$ cat config.mk
export PLATFORM = sky130hd
export DESIGN_NAME = ptb_seq
export DESIGN_NICKNAME = d
export VERILOG_FILES = /design/src/sv/ptb_pkg.sv /design/src/sv/ptb_seq.sv
export SDC_FILE = /design/constraint.sdc
export NUM_CORES = 1
export LEC_CHECK = 0
export BUFFER_PORTS_ARGS = -buffer_cell sky130_fd_sc_hd__buf_2
export CORE_AREA = 2 2 39 41
export CTS_BUF_LIST = sky130_fd_sc_hd__clkbuf_16
export DETAILED_ROUTE_END_ITERATION = 16
export DIE_AREA = 0 0 41 43
export GPL_TIMING_DRIVEN = 0
export MAX_ROUTING_LAYER = met4
export PLACE_DENSITY_LB_ADDON = 0.25
export RECOVER_POWER = 25
export SLEW_MARGIN = 20
export SYNTH_ARGS = -nofsm -noshare
export SYNTH_HDL_FRONTEND = slang
export SYNTH_SLANG_ARGS = --single-unit
$ cat constraint.sdc
create_clock -name clk -period 4.13 [get_ports clk]
set_input_delay 0.826 -clock clk [delete_from_list [all_inputs] [get_ports clk]]
set_output_delay 0.826 -clock clk [all_outputs]
set_load 0.01 [all_outputs]
$ cat src/sv/ptb_pkg.sv
// ----------------------------------------------------------------------------
// Page table builder package
// Pool geometry, command and status codes, the microcode word and the
// microprogram of the walk sequencer, and small address helpers.
// ----------------------------------------------------------------------------
package ptb_pkg;

	localparam int POOL_PAGES = 64;
	localparam int IDX_W      = 9;
	localparam int ENTRIES    = 512;
	localparam int PAGE_W     = (POOL_PAGES > 1) ? $clog2(POOL_PAGES) : 1;
	localparam int MEM_DEPTH  = POOL_PAGES * ENTRIES;
	localparam int ADDR_W     = $clog2(MEM_DEPTH);
	localparam int NFP_W      = $clog2(POOL_PAGES + 1);
	localparam int VA_W       = 48;
	localparam int PA_W       = 52;
	localparam int PFN_W      = 40;
	localparam int ENTRY_W    = 64;
	localparam int TP_W       = 6;
	localparam int CMP_W      = 13;

	localparam logic [ENTRY_W-1:0] LINK_FLAGS = 64'h3;
	localparam logic [ENTRY_W-1:0] BIG_FLAGS  = 64'h83;

	typedef enum logic [1:0] {
		CMD_MAP4K = 2'd0,
		CMD_MAP2M = 2'd1,
		CMD_READ  = 2'd2,
		CMD_NOP   = 2'd3
	} cmd_t;

	typedef enum logic [1:0] {
		ST_OK      = 2'd0,
		ST_FULL    = 2'd1,
		ST_OUTSIDE = 2'd2
	} status_t;

	typedef enum logic [3:0] {
		UOP_NONE,
		UOP_LOAD,
		UOP_ROOT,
		UOP_WALK_RD,
		UOP_LATCH,
		UOP_ALLOC,
		UOP_CHECK,
		UOP_LEAF,
		UOP_ITEM_RD,
		UOP_ITEM_VAL,
		UOP_DONE
	} uop_t;

	typedef enum logic [3:0] {
		COND_NEVER,
		COND_ALWAYS,
		COND_NO_START,
		COND_IS_READ,
		COND_IS_NOP,
		COND_NONZERO,
		COND_FULL,
		COND_OUTSIDE,
		COND_MORE,
		COND_TP_OUT
	} cond_t;

	typedef enum logic [3:0] {
		S_IDLE,
		S_DISP_READ,
		S_DISP_NOP,
		S_ROOT,
		S_WALK_RD,
		S_LATCH,
		S_ALLOC,
		S_CHECK,
		S_NEXT,
		S_LEAF,
		S_ITEM_RD,
		S_ITEM_VAL,
		S_FIN
	} step_t;

	typedef struct packed {
		uop_t  op;
		cond_t cond;
		step_t target;
	} ucw_t;

	typedef struct packed {
		logic start;
		logic is_read;
		logic is_nop;
		logic nonzero;
		logic full;
		logic outside;
		logic more;
		logic tp_out;
	} flags_t;

	// A step that does not jump falls through to the next one.
	function automatic ucw_t ucode(input step_t s);
		ucw_t w;
		case (s)
			S_IDLE:      w = '{op: UOP_LOAD,     cond: COND_NO_START, target: S_IDLE};
			S_DISP_READ: w = '{op: UOP_NONE,     cond: COND_IS_READ,  target: S_ITEM_RD};
			S_DISP_NOP:  w = '{op: UOP_NONE,     cond: COND_IS_NOP,   target: S_FIN};
			S_ROOT:      w = '{op: UOP_ROOT,     cond: COND_NEVER,    target: S_IDLE};
			S_WALK_RD:   w = '{op: UOP_WALK_RD,  cond: COND_NEVER,    target: S_IDLE};
			S_LATCH:     w = '{op: UOP_LATCH,    cond: COND_NONZERO,  target: S_CHECK};
			S_ALLOC:     w = '{op: UOP_ALLOC,    cond: COND_FULL,     target: S_FIN};
			S_CHECK:     w = '{op: UOP_CHECK,    cond: COND_OUTSIDE,  target: S_FIN};
			S_NEXT:      w = '{op: UOP_NONE,     cond: COND_MORE,     target: S_WALK_RD};
			S_LEAF:      w = '{op: UOP_LEAF,     cond: COND_ALWAYS,   target: S_FIN};
			S_ITEM_RD:   w = '{op: UOP_ITEM_RD,  cond: COND_TP_OUT,   target: S_FIN};
			S_ITEM_VAL:  w = '{op: UOP_ITEM_VAL, cond: COND_NEVER,    target: S_IDLE};
			S_FIN:       w = '{op: UOP_DONE,     cond: COND_ALWAYS,   target: S_IDLE};
			default:     w = '{op: UOP_NONE,     cond: COND_ALWAYS,   target: S_IDLE};
		endcase
		return w;
	endfunction

	// Table index used at walk level lvl. A 2 MiB map always starts at root
	// entry zero and places its leaf at level two.
	function automatic logic [IDX_W-1:0] walk_index(input logic is_2m,
			input logic [1:0] lvl, input logic [VA_W-1:0] va);
		logic [IDX_W-1:0] idx;
		case (lvl)
			2'd0:    idx = is_2m ? '0 : va[47:39];
			2'd1:    idx = va[38:30];
			2'd2:    idx = va[29:21];
			default: idx = va[20:12];
		endcase
		return idx;
	endfunction

	function automatic logic [ADDR_W-1:0] slot_addr(input logic [PAGE_W-1:0] page,
			input logic [IDX_W-1:0] idx);
		return ADDR_W'({page, idx});
	endfunction

endpackage

$ cat src/sv/ptb_seq.sv
// ----------------------------------------------------------------------------
// Page table builder sequencer
// Step counter over the microprogram ROM with conditional jumps.
// ----------------------------------------------------------------------------
module ptb_seq
	import ptb_pkg::*;
(
	input  logic   clk,
	input  logic   arst_n,
	input  flags_t flags,
	output ucw_t   cw,
	output logic   idle
);

	step_t pc_q;
	step_t pc_d;
	logic  take;

	always_ff @(posedge clk or negedge arst_n) begin
		if (!arst_n) begin
			pc_q <= S_IDLE;
		end else begin
			pc_q <= pc_d;
		end
	end

	always_comb begin
		cw = ucode(pc_q);
		case (cw.cond)
			COND_NEVER:    take = 1'b0;
			COND_ALWAYS:   take = 1'b1;
			COND_NO_START: take = !flags.start;
			COND_IS_READ:  take = flags.is_read;
			COND_IS_NOP:   take = flags.is_nop;
			COND_NONZERO:  take = flags.nonzero;
			COND_FULL:     take = flags.full;
			COND_OUTSIDE:  take = flags.outside;
			COND_MORE:     take = flags.more;
			COND_TP_OUT:   take = flags.tp_out;
			default:       take = 1'b1;
		endcase
		pc_d = take ? cw.target : step_t'(pc_q + 4'd1);
		idle = (pc_q == S_IDLE);
	end

endmodule

-- After elaboration in Yosys (flattened, before gate mapping)
Memory sizes are Yosys's and may differ from the RTL's.
Index checks and enable logic that the tools add are counted.
- register bits after elaboration: 4
- bits in latches: 0
- memory bits (writable): 0
- ROM bits: 192
- output and inout port bits: 13
- memories kept: 1
- add/subtract/negate cells: 1
- multiply operators: 0
- divide/modulo/power cells: 0
- order comparisons: 0
- eq/ne operators: 8
- shift operators: 0
- muxes and demuxes: 2
- bitwise operators: 0
- reduce and logical (&&, ||, !) cells: 3
- memories (name ; depth ; width ; read ports ; clocked after Yosys merged registers in ; write ports ; RTL line ; RTL):
    (no name shown) ; 16 ; 12 ; 1 ; 0 ; 0 ; ptb_pkg.sv:101 ; case (s)
- operator list (kind ; number):
    $eq A4 B3 Y1 const B ; 4
    $pmux W1 S9 ; 1
    $eq A4 B2 Y1 const B ; 2
    $eq A4 B4 Y1 const B ; 2
    $logic_not A4 Y1 ; 2
    $add A4 B1 Y4 const B ; 1
    $mux W4 ; 1
    $logic_not A1 Y1 ; 1

-- Depth between registers and ports, before layout
Gate-level depths: netlist of run 1.
An unclocked memory read counts as a cell.
- depth in word-level cells: 4
- mapped depth: 7
- gate-level depth less buffers: 7

-- Least setup slack after synthesis of run 1
No wires, ideal clock.
- path kind: register to output
- from: register pc_q[0]
- to: output cw[9] in the netlist's numbering
- arrival: 1.417 ns
- data required time: 3.304 ns
- slack: 1.887 ns
- stages on the path, launching flop included: 5
- path through: dfrtp_1 > inv_1 > ha_1 > inv_1 > mux4_2
- RTL lines (element ; RTL line ; RTL):
    start, declared ; ptb_seq.sv:15 ; step_t pc_q;
    start signal, assigned ; ptb_seq.sv:23 ; pc_q <= pc_d;
    end, declared ; ptb_seq.sv:11 ; output ucw_t cw,

==> results of run 1 <==
per-layer routing:
layer | routed length (microns) | track usage
met4 | 18 | 0.113
met5 | 0 | -
met3 | 45 | 0.0366
met1 | 576 | 0.224
met2 | 619 | 0.247
critical path, cell delays in order (launching register included):
cell	delay [ns]
dfrtp_1	0.52
inv_1	0.13
ha_1	0.35
inv_1	0.06
mux4_2	0.46
buf_2	0.15
synth_stat cells:
cell type,number,share of area
a21o_1,1,0.013
a21oi_1,2,0.017
a2bb2oi_1,1,0.015
and3_1,2,0.022
and3b_1,1,0.015
buf_2,1,0.0087
buf_6,1,0.020
dfrtp_1,4,0.17
ha_1,7,0.15
inv_1,7,0.046
mux2_1,4,0.078
mux2i_1,4,0.070
mux2i_2,1,0.024
mux4_2,1,0.039
nand2_1,3,0.020
nand2b_1,1,0.011
nand3_1,1,0.0087
nor2_1,5,0.033
nor2b_1,1,0.011
nor3b_2,1,0.022
nor4_4,1,0.037
o21a_1,1,0.013
o21ai_0,2,0.017
o221ai_1,2,0.031
o22ai_1,1,0.011
o31a_1,1,0.015
o32ai_1,1,0.015
or3b_1,1,0.015
or3b_2,2,0.031
xnor2_1,1,0.015
metrics by stage:
step           setup WS, ns  power (uW)  instance area [sq um]
2_1_floorplan          1.89         537                    574
3_3_place_gp           1.65         693                    704
3_5_place_dp           1.64         702                    704
4_1_cts                1.40         855                    779
5_1_grt                1.31         929                    777
6_report               1.39         844                    777
report_power, final:
group	internal, uW	total [uW]	switching [uW]
Combinational	283	598	315
Sequential	62.2	95.6	33.4
Clock	124	150	26.3
Total	469	844	375
worst max path at each step:
| stage | to | slack, ns |
|---|---|---|
| final | cw[9] | 1.39 |
| after global routing | cw[9] | 1.31 |
| after CTS | cw[9] | 1.40 |
| after detailed placement | cw[9] | 1.64 |
| after global placement | cw[9] | 1.65 |
| after floorplan | cw[9] | 1.89 |
kinds of logic after synthesis:
logic type | share of synthesized area
compound gates | 0.148
xor+xnor | 0.0153
fa+ha+maj | 0.152
buf+inv | 0.0741
flops | 0.174
mux | 0.211
simple gates | 0.224
cell type report:
cell class,count,area [sq um]
plain buffers,2,16.3
clock buffers,3,75.1
fillers,143,607
inverters,7,26.3
multi-input cells,49,432
flip-flops and latches,4,100
well taps,16,20.0
repair buffers,22,108
==> flow_summary.json, run 1 <==
{
  "area_growth_pct": 35.3,
  "startpoint_type": "flip-flop",
  "power.density_mw_per_mm2": 1090,
  "fin_cells": 103,
  "drt_iter0_markers": 6,
  "rsz0062_at_grt": "false",
  "period_needed_ns": 2.74,
  "setup_tns_ns": 0,
  "gp_congestion": 0.772,
  "die_h_microns": 43,
  "via_count": 541,
  "grt_pass1_vias": 515,
  "synth_cell_types": 30,
  "io_buffers": 22,
  "r2r_cells": 7,
  "cts_setup_buffers": 0,
  "grt_pass1_wl_mm": 2.10,
  "slew_violations": 0,
  "arrival_ns": 1.91,
  "timing.rr.start": "pc_q[0]$_DFF_PN0_",
  "timing.rr.end": "pc_q[2]$_DFF_PN0_",
  "worst_pin_slew_ns": 0.369,
  "clk_latency_ns": 0.22,
  "final_common_cell": "buf_2",
  "drc": 0,
  "regMostFlops": "pc_q",
  "critical_path.startpoint": "pc_q[0]$_DFF_PN0_",
  "ff2ff_setup_slack_ns": 1.80,
  "die-area_sq_mm": 0.00176,
  "final_core_util": 0.561,
  "initial_utilization": 0.415,
  "cts_root_buf": "clkbuf_16",
  "hold_viol": 0,
  "ir_drop_mv": 0.414,
  "outcome": "complete, no violations",
  "max-slew-margin-rel": 0.752,
  "max_clock_freq_mhz": 366,
  "seq_area_frac_synth": 0.174,
  "cp.required_ns": 3.30,
  "reg_top3": "pc_q (4)",
  "die_x_microns": 41,
  "synth_warnings": 0,
  "skew_ns": 0.000943,
  "syn_inst": 62,
  "netlist_area_sq_um": 574,
  "whs_ns": 0.417,
  "setup_viol": 0,
  "nets": 106,
  "clk_path_buf_depth": 2,
  "holdBufCountCts": 0,
  "drt-total-wl_mm": 1.26,
  "grt_util_all_layers": 0.177,
  "core-area_sq_mm": 0.00138,
  "drt_first_pass_iters": 4,
  "synth_area_per_cell_sq_um": 9.26,
  "ant_nets": 0,
  "path_clk_slew_ns": 0.03,
  "h-tree-depth": 1,
  "critical_path.max_fanout": 8,
  "fp-row-count": 14,
  "via_per_inst": 5.25,
  "grt-ovfl-total": 0,
  "cts_tree": "done",
  "drive_gt1_frac": 0.356,
  "dp.cells": 100,
  "finalCritPeriodShare": 0.662,
  "crit_type": "reg -> out",
  "cts_buffers": 3,
  "syn-num-nets": 79,
  "dp_hpwl_microns": 975,
  "cts_sinks": 4,
  "num_antenna_cells": 0,
  "endpoint_kind": "output pin",
  "hold_class": "in -> async",
  "io_pins": 23,
  "grt_max_degree": 11,
  "cts_resized": 0,
  "cap_viol_max_count": 0,
  "synth-seq-cells": 4,
  "largest_reg_flops": 4,
  "final_cell_mix": "21 x buf_2, 7 x inv_1, 7 x ha_1",
  "p_leak_uw": 0.000401,
  "grt_antenna_before_repair": 0,
  "wl_per_cell_microns": 12.2
}
Note: power is estimated with default switching activity, not from simulation.
==> run 2, diff against run 1 <==
- ABC_AREA: not set -> 1
- CORE_AREA: 2 2 39 41 -> not set
- CORE_MARGIN: not set -> 2
- CORE_UTILIZATION: not set -> 43
- DIE_AREA: 0 0 41 43 -> not set
- clock period: 4.13 -> 2.2 ns (I/O delays scaled with it)
==> run 2 against run 1 <==
Against the previous run:
- flip-flop and latch count did not move
- die area rose by 2.9%
- synthesized area rose by 12%
- non-clock buffer count fell by 1
- first-iteration DRC count did not move
- power rose by 100%
- wire length rose by 9.0%
- sequential share of layout area fell by 0.79 points
- core utilization rose by 5.9 points
- synthesized cell count rose by 52%
- worst hold slack got worse by 0.38 ns
- critical path depth rose by 1
- critical path type unchanged
==> flow_summary.json, run 2 <==
{
  "outcome": "complete, no violations",
  "synth_area_per_cell_sq_um": 6.82,
  "syn-num-nets": 111,
  "slew_violations": 0,
  "ff2ff_setup_slack_ns": 0.32,
  "h-tree-depth": 1,
  "synth_edf_count": 0,
  "worstSetupEndpoint": "cw[9]",
  "grt_max_degree": 9,
  "setup_tns_ns": 0,
  "synth_ff_type": "dfrtp_1",
  "ir_drop_mv": 1.24,
  "grt_pass1_vias": 576,
  "timing.rr.end": "pc_q[3]$_DFF_PN0_",
  "netlist_area_sq_um": 641,
  "largest_reg_flops": 4,
  "wl_per_cell_microns": 10.2,
  "io_buffers": 22,
  "synth.top_cell.area_share": 0.156,
  "regMostFlops": "pc_q",
  "endpoint_kind": "output pin",
  "cap_viol_max_count": 0,
  "hold_viol": 0,
  "drive_gt1_frac": 0.353,
  "crit_type": "reg -> out",
  "hold_class": "in -> async",
  "cts_tree": "done",
  "timing.rr.start": "pc_q[1]$_DFF_PN0_",
  "internal-power_uw": 803,
  "p_sw_uw": 907,
  "path_clk_slew_ns": 0.03,
  "synth_warnings": 0,
  "drt_first_pass_iters": 2,
  "via_per_inst": 4.67,
  "drt-total-wl_mm": 1.37,
  "cp.required_ns": 1.76,
  "cts_buffers": 3,
  "pwr-share-seq": 0.104,
  "startpoint_type": "flip-flop",
  "p_leak_uw": 0.000507,
  "die-area_sq_mm": 0.00181,
  "reg_top3": "pc_q (4)",
  "area_growth_pct": 30.9,
  "initial_utilization": 0.475,
  "drc": 0,
  "finalCritPeriodShare": 0.941,
  "fillers": 143,
  "yosysMostFrequentCell": "nand2_1",
  "period_needed_ns": 2.07,
  "switching_share": 0.531,
  "via_count": 626,
  "ys_top_cells_by_area": "dfrtp_1 16%, nand2_1 15%, ha_1 14%",
  "gp_congestion": 0.884,
  "grt_antenna_before_repair": 0,
  "cts_setup_buffers": 0,
  "nets": 138,
  "critical_path.max_fanout": 6,
  "setup_viol": 0,
  "rsz0062_at_grt": "false",
  "p_total_uw": 1710,
  "clk_latency_ns": 0.22,
  "drt_iter0_markers": 6,
  "clk_path_buf_depth": 2,
  "max_clock_freq_mhz": 483,
  "skew_ns": 0.00122,
  "synth-seq-cells": 4,
  "seq_area_frac_synth": 0.156,
  "ys_async_sr_fraction": 1.00,
  "ant_nets": 0,
  "die_x_microns": 42.6,
  "critical_path.startpoint": "pc_q[1]$_DFF_PN0_",
  "synth_cell_types": 23,
  "final_common_cell": "nand2_1",
  "dp_hpwl_mm": 1.15,
  "power_frac_comb": 0.733,
  "grt_pass1_wl_mm": 2.26,
  "grt_util_all_layers": 0.168,
  "cts_sinks": 4,
  "num_antenna_cells": 0,
  "fp-row-count": 13,
  "grt-ovfl-total": 0,
  "io_pins": 23,
  "yosysTopAreaCell": "dfrtp_1",
  "ys_top_cells_by_count": "25 x nand2_1, 17 x inv_1, 9 x nand3_1",
  "core-area_sq_mm": 0.00135,
  "power.density_mw_per_mm2": 2040,
  "r2r_cells": 12,
  "syn_inst": 94,
  "power_frac_clock": 0.163,
  "arrival_ns": 1.63,
  "die_h_microns": 42.6,
  "worst_pin_slew_ns": 0.309,
  "cts_root_buf": "clkbuf_16",
  "max-slew-margin-rel": 0.794,
  "final_cell_mix": "25 x nand2_1, 21 x buf_2, 17 x inv_1"
}
[run 2: area by class of cell]
type / count / area (sq um) / area share
well taps: 15 / 18.8 / 0.0224
repair buffers: 22 / 109 / 0.130
plain buffers: 1 / 5.00 / 0.00597
flip-flops and latches: 4 / 101 / 0.121
clock buffers: 3 / 75.1 / 0.0896
multi-input cells: 70 / 455 / 0.543
inverters: 19 / 73.8 / 0.0881
[run 2: power groups by stage]
stage / Sequential [uW] / Clock, uW / Combinational [uW]
after floorplan: 160 / 0 / 975
after global placement: 178 / 0 / 1260
after detailed placement: 180 / 0 / 1270
after CTS: 180 / 286 / 1280
after global routing: 184 / 291 / 1410
final: 178 / 278 / 1250
[run 2: routing by layer]
layer  part of all wire  vias up  global-route usage
li1                   -      344                   -
met1               0.46      273               0.200
met2               0.52        9               0.268
met3              0.023        0              0.0302
met4                  0        0              0.0875
met5                  0        -                   -
[run 2: timing repair]
item / CTS / global route
setup endpoints to repair: 0 / 1
gates resized for setup: 0 / 1
hold buffers: 0 / 0
[run 2: metrics by stage]
stage	area, sq um	cells	util	setup slack [ns]	hold WS [ns]
after floorplan	641	94	-	0.494	0.144
after global placement	769	131	0.570	0.300	0.243
after detailed placement	769	131	0.570	0.280	0.246
after CTS	845	134	0.626	0.0788	0.0109
after global routing	838	134	0.621	0.0145	0.0574
final	838	134	0.621	0.131	0.0343
[run 2: logic make-up after synthesis]
family | count (synthesis) | synth area share
and+or+nand+nor | 54 | 0.486
buffers and inverters | 20 | 0.133
AOI/OAI and AO/OA | 8 | 0.0742
adders and majority gates | 7 | 0.137
DFF | 4 | 0.156
xor gates and xnor gates | 1 | 0.0137
[run 2: worst min path at each step]
| stage | endpoint | slack, ns | startpoint |
|---|---|---|---|
| finish | pc_q[2]$_DFF_PN0_ | 0.03 | arst_n |
| CTS | pc_q[2]$_DFF_PN0_ | 0.01 | arst_n |
| floorplan | pc_q[0]$_DFF_PN0_ | 0.14 | arst_n |
| global placement | pc_q[2]$_DFF_PN0_ | 0.24 | arst_n |
| global route | pc_q[1]$_DFF_PN0_ | 0.06 | arst_n |
| detailed placement | pc_q[3]$_DFF_PN0_ | 0.25 | arst_n |
[run 2: critical path: stages, from the launching register on]
cell and delay, ns:
dfrtp_1 0.44, inv_1 0.13, ha_1 0.31, inv_1 0.15, o22ai_1 0.11, a31oi_1 0.13
buf_2 0.14
